===== config.mk =====
export PLATFORM = sky130hd
export DESIGN_NAME = bvrs_ctrl
export DESIGN_NICKNAME = d
export VERILOG_FILES = /design/src/bvrs_pkg.sv /design/src/bvrs_ctrl.sv
export SDC_FILE = /design/constraint.sdc
export NUM_CORES = 1
export LEC_CHECK = 0
export BUFFER_PORTS_ARGS = -buffer_cell sky130_fd_sc_hd__buf_2
export CORE_AREA = 2 2 39 41
export DETAILED_ROUTE_END_ITERATION = 10
export DIE_AREA = 0 0 41 43
export PLACE_DENSITY = 0.49
export SKIP_CTS_REPAIR_TIMING = 1
export SLEW_MARGIN = 20
export SYNTH_ARGS = -nofsm -noshare
export SYNTH_HDL_FRONTEND = slang
export SYNTH_SLANG_ARGS = --single-unit

===== constraint.sdc =====
create_clock -name clk_i -period 1.6 [get_ports clk_i]
set_clock_uncertainty 0.1 [all_clocks]
set_input_delay 0.4 -clock clk_i [delete_from_list [all_inputs] [get_ports clk_i]]
set_output_delay 0.4 -clock clk_i [all_outputs]
set_load 0.05 [all_outputs]

===== src/bvrs_pkg.sv =====
package bvrs_pkg;

  localparam int MaxBits   = 4096;
  localparam int BlockBits = 8;
  localparam int SuperBits = 64;

  localparam int CntW     = $clog2(MaxBits) + 1;
  localparam int PosW     = $clog2(MaxBits);
  localparam int BlkOffW  = $clog2(BlockBits);
  localparam int SbOffW   = $clog2(SuperBits);
  localparam int NumBlock = MaxBits / BlockBits;
  localparam int NumSuper = MaxBits / SuperBits;
  localparam int BlkCntW  = $clog2(SuperBits);
  localparam int FuncW    = 3;

  typedef enum logic [FuncW-1:0] {
    FN_CLEAR   = 3'd0,
    FN_APPEND  = 3'd1,
    FN_RANK1   = 3'd2,
    FN_RANK0   = 3'd3,
    FN_SELECT1 = 3'd4,
    FN_SELECT0 = 3'd5
  } func_e;

  typedef enum logic [1:0] {
    RT_DIRECT,
    RT_RANK,
    RT_SELECT
  } route_e;

  typedef enum logic [2:0] {
    ST_IDLE,
    ST_RANK_RD,
    ST_RANK_EV,
    ST_SEL_RD,
    ST_SEL_EV,
    ST_RESP
  } state_e;

  typedef struct packed {
    logic accept;
    logic rd;
    logic rank_eval;
    logic sel_eval;
    logic sel_finish;
  } cmd_t;

  typedef struct packed {
    route_e route;
    logic   search_done;
  } status_t;

endpackage


===== src/bvrs_ctrl.sv =====
module bvrs_ctrl import bvrs_pkg::*; (
  input  logic    clk_i,
  input  logic    rst_ni,
  input  logic    start_i,
  input  status_t status_i,
  output cmd_t    cmd_o,
  output logic    busy_o,
  output logic    done_o
);

  state_e state_q, state_d;

  always_ff @(posedge clk_i or negedge rst_ni) begin
    if (!rst_ni) begin
      state_q <= ST_IDLE;
    end else begin
      state_q <= state_d;
    end
  end

  always_comb begin
    state_d = state_q;
    unique case (state_q)
      ST_IDLE: begin
        if (start_i) begin
          unique case (status_i.route)
            RT_RANK:   state_d = ST_RANK_RD;
            RT_SELECT: state_d = ST_SEL_RD;
            default:   state_d = ST_RESP;
          endcase
        end
      end
      ST_RANK_RD: state_d = ST_RANK_EV;
      ST_RANK_EV: state_d = ST_RESP;
      ST_SEL_RD: begin
        if (status_i.search_done) begin
          state_d = ST_RESP;
        end else begin
          state_d = ST_SEL_EV;
        end
      end
      ST_SEL_EV: state_d = ST_SEL_RD;
      ST_RESP:   state_d = ST_IDLE;
      default:   state_d = ST_IDLE;
    endcase
  end

  always_comb begin
    cmd_o  = '0;
    busy_o = 1'b1;
    done_o = 1'b0;
    unique case (state_q)
      ST_IDLE: begin
        busy_o       = 1'b0;
        cmd_o.accept = start_i;
      end
      ST_RANK_RD: cmd_o.rd = 1'b1;
      ST_RANK_EV: cmd_o.rank_eval = 1'b1;
      ST_SEL_RD: begin
        cmd_o.sel_finish = status_i.search_done;
        cmd_o.rd         = !status_i.search_done;
      end
      ST_SEL_EV: cmd_o.sel_eval = 1'b1;
      ST_RESP:   done_o = 1'b1;
      default:   busy_o = 1'b1;
    endcase
  end

  assert property (@(posedge clk_i) disable iff (!rst_ni)
    done_o |=> !busy_o)
    else $error("Controller did not return to idle after a response.");

  assert property (@(posedge clk_i) disable iff (!rst_ni)
    $countones({cmd_o.accept, cmd_o.rd, cmd_o.rank_eval, cmd_o.sel_eval,
                cmd_o.sel_finish, done_o}) <= 1)
    else $error("Controller issued more than one command in a cycle.");

  assert property (@(posedge clk_i) disable iff (!rst_ni)
    cmd_o.rd |=> (cmd_o.rank_eval || cmd_o.sel_eval))
    else $error("Memory read was not followed by an evaluation.");

endmodule


* After elaboration in Yosys (flattened, before gate mapping)
Cells that the tools add are included.
** Word-level totals
- Bits in latches :: 0
- Bits of input ports :: 6
- Memory bits (writable) :: 0
- Memories :: 0
- Bits in read-only memories :: 0
- Output and inout bits :: 7
- Bits in registers :: 3
- Word-level logic and storage cells :: 22
** Cells by class
- Magnitude comparators :: 0
- $add $sub $neg :: 0
- Shift-type cells :: 0
- Eq/ne operators :: 8
- Reduce and logical (&&, ||, !) cells :: 2
- Divide/modulo/power cells :: 0
- Mux-type cells :: 11
- Multipliers :: 0
- Bitwise logic cells :: 0
** Operator list (number)
- $pmux 3 s5 :: 1
- $mux 1 :: 7
- $eq 3x2->1 const B :: 2
- $eq 3x3->1 const B :: 2
- $pmux 3 s2 :: 1
- $eq 3x1->1 const B :: 1
- $logic_not 3->1 :: 1
- $mux 3 :: 1
- $eq 2x1->1 const B :: 1
- $eq 2x2->1 const B :: 1
- $ne 2x2->1 const B :: 1
- $pmux 1 s2 :: 1
- $logic_not 1->1 :: 1

* Longest topological paths before layout
Gate-level depths: netlist of the first run.
- Depth after elaboration :: 4
- Mapped depth :: 4
- Mapped depth without buffers :: 4

* Worst setup path after synthesis of the first run
Ideal clock, no wire load.
- Path kind :: register to output
- From :: register state_q[2]
- To :: output cmd_o[3] in the netlist's numbering
- Cell stages (with the launch flop) :: 3
- Buffers on the path :: 1
- Arrival :: 1.680 ns
- Data required time :: 1.100 ns
- Slack :: -0.580 ns
- Cells stage by stage :: dfrtp_1 buf_6 a211oi_1
** RTL lines
- start, declared :: RTL line bvrs_ctrl.sv:11 : state_e state_q, state_d;
- start signal, assigned :: RTL line bvrs_ctrl.sv:17 : state_q <= state_d;
- end, declared :: RTL line bvrs_ctrl.sv:6 : output cmd_t cmd_o,

==> results of run 1 <==
-- how the worst min path moves through the flow --
stage	start	to	slack, ns
after global placement	rst_ni	state_q[1]$_DFFE_PN0P_	0.1
after global routing	rst_ni	state_q[1]$_DFFE_PN0P_	0.40
final	rst_ni	state_q[1]$_DFFE_PN0P_	0.39
after detailed placement	rst_ni	state_q[1]$_DFFE_PN0P_	0.1
after floorplan	rst_ni	state_q[0]$_DFFE_PN0P_	0.004
after CTS	rst_ni	state_q[1]$_DFFE_PN0P_	-0.15
-- where the power goes --
part           internal [W]  leakage [nW]  total (W)  switching, W
combinational      0.000338         0.165   0.000827      0.000489
clock             0.0000932        0.0150   0.000129     0.0000358
sequential         0.000114        0.0370   0.000135     0.0000213
total              0.000545         0.217    0.00109      0.000546
-- cells by family after synthesis --
group | share of synthesized area (%)
AO/OA/AOI/OAI | 19.3
buffers and inverters | 11.9
adder cells (fa/ha/maj) | 5.68
flip-flops | 34.1
AND/OR/NAND/NOR | 29.0
-- per-layer routing --
metal  up-vias  routed length, um  global-route usage [%]
met5         -                  0                       0
met4         0                  0                    4.00
met3         0                 38                    4.71
met2         8                293                    8.13
met1       119                230                    9.71
li1        129                  -                       -
-- final cells by class --
class	instances	area (um^2)
clock buffers	4	26.3
flip-flops and latches	3	75.1
well taps	16	20.0
inverters	4	25.0
repair buffers	17	153
fillers	153	930
multi-input cells	17	155
-- per-stage QoR --
stage	cells	total power [W]	utilization [%]	area (um^2)
after floorplan	25	0.000627	-	240
after global placement	56	0.000777	24.5	339
after detailed placement	56	0.000782	24.5	339
after CTS	60	0.000918	26.4	365
after global routing	61	0.00116	32.8	454
final	61	0.00109	32.8	454
-- layout by cell type, fill, tap and decap left out, types with 2 or more instances in the layout --
master,n
sky130_fd_sc_hd__nor3_4,2
sky130_fd_sc_hd__buf_2,6
sky130_fd_sc_hd__dfrtp_1,3
sky130_fd_sc_hd__clkbuf_4,3
sky130_fd_sc_hd__nand2_1,3
sky130_fd_sc_hd__inv_1,2
sky130_fd_sc_hd__buf_8,2
sky130_fd_sc_hd__buf_4,2
sky130_fd_sc_hd__buf_6,6
-- worst reg2reg max path, cell delays in order (launching register included) --
cell                      delay [ns]
sky130_fd_sc_hd__dfrtp_1        0.36
sky130_fd_sc_hd__buf_4          0.18
sky130_fd_sc_hd__o21ba_1        0.19
sky130_fd_sc_hd__o221a_2        0.23
==> impl.org, run 1 <==
** Synth
- Synth top area share :: 34.1%
- Post-synthesis instance area :: about 220 um^2
- Post-synth EDFFs :: 0
- Top cells by count, synth :: sky130_fd_sc_hd__inv_1, sky130_fd_sc_hd__dfrtp_1, sky130_fd_sc_hd__nand2_1, sky130_fd_sc_hd__nor3_1
- Gate count after technology mapping :: 25
- Largest area contributor in the synthesized netlist :: sky130_fd_sc_hd__dfrtp_1
- Among all flip-flop cells after synthesis, the most frequent one is sky130_fd_sc_hd__dfrtp_1.
- Counting every net in the synthesized netlist gives 32.
- Yosys printed 0 warnings.
- Synthesis inferred 3 register bits.
- Proportion of synthesized chip area in sequential cells :: 34.1%
- A synthesized cell averages around 8.8 um^2.
- Most common cell in the synthesized netlist :: sky130_fd_sc_hd__inv_1
- By area the synthesized netlist is led by sky130_fd_sc_hd__dfrtp_1, sky130_fd_sc_hd__inv_1, sky130_fd_sc_hd__ha_1.
- Fraction of synthesis flops using an asynchronous set or reset pin :: 100%
- In this run, distinct cell masters in the synthesized netlist total 17.

** Place
- At the end of routability-driven placement, the weighted congestion stood at ~0.70.
- Port Buffers :: 12
- Timing analysis after detailed placement gives a worst setup slack of 0.00646 ns.

** Setup path
- Source of the critical timing path :: state_q[2]$_DFFE_PN0P_
- Critical path buffers and inverters :: 1
- The worst register-to-register path has a depth of 3.
- The critical path goes through or3_4 > nor2_4 > buf_8.
- The endpoint identified for the worst register-to-register timing path is state_q[0]$_DFFE_PN0P_.
- The critical path runs through a total of 3 cells.
- The worst setup path is captured at a primary output.
- CP Capture Point :: cmd_o[4]
- Data required, critical path :: roughly 1.1 ns
- For the worst setup path, the data arrival time is 1.23 ns.
- The critical path is of the register to primary output type.
- Setup slack on the worst reg-to-reg path comes out at around 0.42 ns.
- The slowest stage of the critical path belongs to the cell sky130_fd_sc_hd__or3_4.
- On the worst path, the slowest cell contributes a delay of 0.40 ns.
- Along the worst path, the maximum fanout reaches 2.
- The worst register-to-register path begins at state_q[2]$_DFFE_PN0P_.
- Setup crit start kind :: register
- Broken down by cell family, the worst path's largest delay share belongs to simple AND/OR/NAND/NOR gates.

** Finish
- The largest registers in the layout are state_q: 3 flops.
- Synth-to-Final Area Change :: 106%
- More flip-flops sit in one register than any other, and that register is state_q.
- At the end of the flow, the number of nets in the layout was 53.
- Max reg flops :: 3
- Antenna fix cells :: 0
- Fraction of final layout cells with drive strength greater than 1 :: between 60% and 70%

** Worst hold path
- The min-delay analysis places its worst path in the category primary input to asynchronous set/reset pin.

** Clock tree
- In this run, CTS created clock tree buffers numbering 3.
- CTS built an H-tree with a depth of 1.
- Clk buf depth :: 2
- Clk pin slew, worst setup/hold paths :: 0.04 ns
- Clock tree synthesis found a total of 3 sinks.
- TritonCTS clock tree :: yes
- Worst-Skew Late Latency :: about 0.23 ns
- The tree is rooted in a sky130_fd_sc_hd__clkbuf_4.

** Global routing
- Number of global-route vias before repair :: 199
- The number of antenna violations at the first check in global routing is 0.
- The first global-routing pass estimated roughly 800 um of wire.
- For this run the aggregate overflow at the end of global routing stands at 0.
- Overall track demand over capacity in global routing :: under 10%
- Entering global routing, the biggest net connects 10 pins.

** Die
- Width of the chip :: around 40 um
- Initial cell density of the core :: 15.9%
- After floorplanning, the core was sized to cover 1380 um^2.
- Chip height :: between 40 and 50 um
- 13 I/O pins were placed.
- The die covers around 1800 um^2.
- The floorplan has 14 rows.

** Timing
- The total count of hold-check failures in the final report came to 0.
- Setup slack on the critical path of the routed design comes to -0.131 ns.
- Measured against its own limit, the worst slew margin works out to roughly 84%.
- Setup violations remaining at the end of the flow were counted as 7.
- The count of pins over their slew limit is 0.
- Setup total negative slack on the finished layout was measured at -0.406 ns.
- Setup repair after global routing missed its margin :: true
- The final critical path takes up 108% of the cycle.
- The worst path in the final design needs a cycle of 1.73 ns, including I/O delays and setup.
- For the pin with the worst max-slew slack, the measured transition is roughly 0.25 ns.
- Hold timing on the final database bottoms out at a slack of about 0.39 ns.
- Maximum clock frequency :: 0.578 GHz

** Detailed routing
- The pre-antenna-repair detailed-routing pass consisted of 2 iterations.
- The first routing iteration left 2 violations.
- WL per Instance :: between 9 and 10 um
- Via count :: 256
- In the routed layout, each cell is associated on average with a via count of around 4.2.
- Summed over all layers, the routed wires come to roughly 560 um.
- In this run the remaining antenna-violating nets after routing total 0.
- Total DRC errors in the routed layout :: 0

** Job
- MaxCap Viol Count :: 0

** Power
- Worst IR Drop VDD :: 0.000794 V
- In this run the static leakage power is 0.217 nW.
- Dividing total power by cell area gives a power density of around 2400 nW/um^2.

** Outcome
- The run finished, with violations left.
- Violations in the final reports :: negative setup slack
(Power assumes the default switching activity.)
==> run 2, diff against run 1 <==
Settings changed: CTS_BUF_LIST from default to sky130_fd_sc_hd__clkbuf_4 sky130_fd_sc_hd__clkbuf_8 sky130_fd_sc_hd__clkbuf_16, CTS_CLUSTER_SIZE from default to 40.
==> impl.org, run 2 (synthesis gave the netlist of run 1 again) <==
** Job
- MaxCap Viol Count :: 0 (unchanged)

** Clock tree
- TritonCTS built the clock tree.
- Maximum level of the CTS H-tree :: 1 (unchanged)
- Number of buffers created by CTS :: 3 (unchanged)
- The number of sinks on the clock net was 3 (unchanged).
- Clk pin slew, worst setup/hold paths :: 0.04 ns (about the same)
- Root Driver :: sky130_fd_sc_hd__clkbuf_4
- The maximum clock insertion buffer count came to 2 (unchanged).
- Worst-Skew Late Latency :: 0.23 ns (about the same)

** Detailed routing
- Total DRC errors in the routed layout :: 0 (unchanged)
- Drt via density :: 4.23 (+0.78%)
- Via count :: 258 (+0.78%)
- Count of nets left with antenna violations after detail routing :: 0 (unchanged)
- The length of the first detailed-routing pass in iterations came to 2 (unchanged).
- The violation count after the first detailed-routing iteration is 2 (unchanged).
- The average detailed-routed wire length per instance came to 9.28 um (+0.71%).
- Total Wirelength :: 566 um (+0.71%)

** Finish
- From synthesis to final layout, the design area changed by 108%.
- Nets@finish :: 53 (unchanged)
- In the final layout, the registers with the most flip-flops are state_q: 3 flops.
- Max reg flops :: 3 (unchanged)
- In the layout the commonest cells are sky130_fd_sc_hd__buf_2, sky130_fd_sc_hd__buf_6, sky130_fd_sc_hd__clkbuf_4.
- Counting flops per register, the top entry is state_q.
- Fraction of final layout cells with drive strength greater than 1 :: 64.4% (+2.2 points)
- Antenna fix cells :: 0 (unchanged)

** Global routing
- Number of global-route vias before repair :: 196 (-1.5%)
- GRT overflow :: 0 (unchanged)
- First-pass GRT wire length :: 814 um (+1.8%)
- The pin count of the biggest net entering global routing was 10 (unchanged).
- The overall routing resource usage came to 7.44% (+0.30 points).
- Antenna violations before repair :: 0 (unchanged)

** Power
- Worst IR Drop VDD :: 0.000794 V (about the same)
- Leak Pwr :: 0.221 nW (+1.6%)
- Sum of internal, switching and leakage power :: 0.00111 W (+1.7%)
- Power density cells :: 2420 nW/um^2 (+0.85%)

** Outcome
- The checks that failed: negative setup slack.
- The flow ran to the end, but the final reports show violations.

** Setup path
- Data arrival time of the critical path :: 1.23 ns (about the same)
- STA classifies the critical path endpoint as a primary output.
- The endpoint required time on the critical path came to 1.10 ns (about the same).
- Setup crit start kind :: register
- Worst Path Class, Setup :: register to primary output
- The largest fanout on the critical path came to 2 (unchanged).

** Timing
- The count of pins over their slew limit is 0 (unchanged).
- The post-route minimum period came to 1.73 ns (+0.000510 ns).
- Final Hold Slack :: 0.386 ns (-0.00122 ns)
- Maximum clock frequency :: 0.578 GHz (about the same)
- Relative slew slack :: 83.6% (unchanged)
- Count of final setup violators :: 7 (unchanged)
- Final Hold Viols :: 0 (unchanged)
- Worst setup margin :: -0.131 ns (-0.000510 ns)
- The setup TNS came to -0.415 ns (-0.00958 ns).
- Part of the cycle the worst path needs :: 108% (about the same)
- The transition at the pin with the smallest max-transition slack was 0.248 ns (-0.000000119 ns).
- Setup repair after global routing could not meet its margin everywhere.

** Die
- The initial core utilization came to 15.9% (unchanged).
- Total core area :: 1380 um^2 (unchanged)
- I/O pin total :: 13 (unchanged)
- Chip height :: 43 um (unchanged)
- The die width is 41 um (unchanged).
- Die area :: 1760 um^2 (unchanged)
- The floorplan row count came to 14 (unchanged).

** Place
- The number of buffer cells added on primary ports came to 12 (unchanged).
- GPL Wtd Cong :: 0.702 (unchanged)

** Worst hold path
- The tightest min-delay check is of the primary input to asynchronous set/reset pin type.
## run 2: cell counts in the layout (fill, tap and decap cells not counted)
Identical to the previous run, type by type.
## run 2: area by class of cell
cell class | instances | area, um^2
Fill cell | 151 | 926
Tap cell | 16 | 20.0
Sequential cell | 3 | 75.1
Inverter | 4 | 25.0
Timing Repair Buffer | 17 | 153
Multi-Input combinational cell | 17 | 155
Clock buffer | 4 | 30.0
## run 2: through the flow
| stage | util [%] | area [um^2] | setup WS (ns) | std cells |
|---|---|---|---|---|
| global placement | 24.5 | 339 | 0.0261 | 56 |
| floorplan | - | 240 | -0.111 | 25 |
| detailed placement | 24.5 | 339 | 0.00646 | 56 |
| global route | 33.1 | 458 | -0.175 | 61 |
| CTS | 26.7 | 369 | -0.248 | 60 |
| finish | 33.1 | 458 | -0.131 | 61 |
## run 2: worst paths after layout
check / slack, ns / end / cells past startpoint / from
max: -0.13 / cmd_o[4] / 3 / state_q[2]$_DFFE_PN0P_
min: 0.39 / state_q[1]$_DFFE_PN0P_ / 2 / rst_ni
max reg2reg: 0.42 / state_q[0]$_DFFE_PN0P_ / 3 / state_q[2]$_DFFE_PN0P_
min reg2reg: 0.53 / state_q[2]$_DFFE_PN0P_ / 2 / state_q[2]$_DFFE_PN0P_
max in group asynchronous: 0.90 / state_q[0]$_DFFE_PN0P_ / 2 / rst_ni
min in group clk_i: 0.39 / state_q[2]$_DFFE_PN0P_ / 3 / start_i
## run 2: metal layers
metal	wire length (um)	vias up	track usage [%]
met5	0	-	0
met4	0	0	6.00
met3	38	0	4.71
met2	295	8	8.13
met1	232	121	9.71
li1	-	129	-
## run 2: power breakdown
group / switching (W) / internal [W]
Sequential: 0.0000213 / 0.000114
Clock: 0.0000372 / 0.000110
Combinational: 0.000489 / 0.000338
Total: 0.000548 / 0.000562
## run 2: critical path, stage by stage, from the launching register on
cell                      delay, ns
sky130_fd_sc_hd__dfrtp_1       0.36
sky130_fd_sc_hd__or3_4         0.40
sky130_fd_sc_hd__nor2_4        0.10
sky130_fd_sc_hd__buf_8         0.15
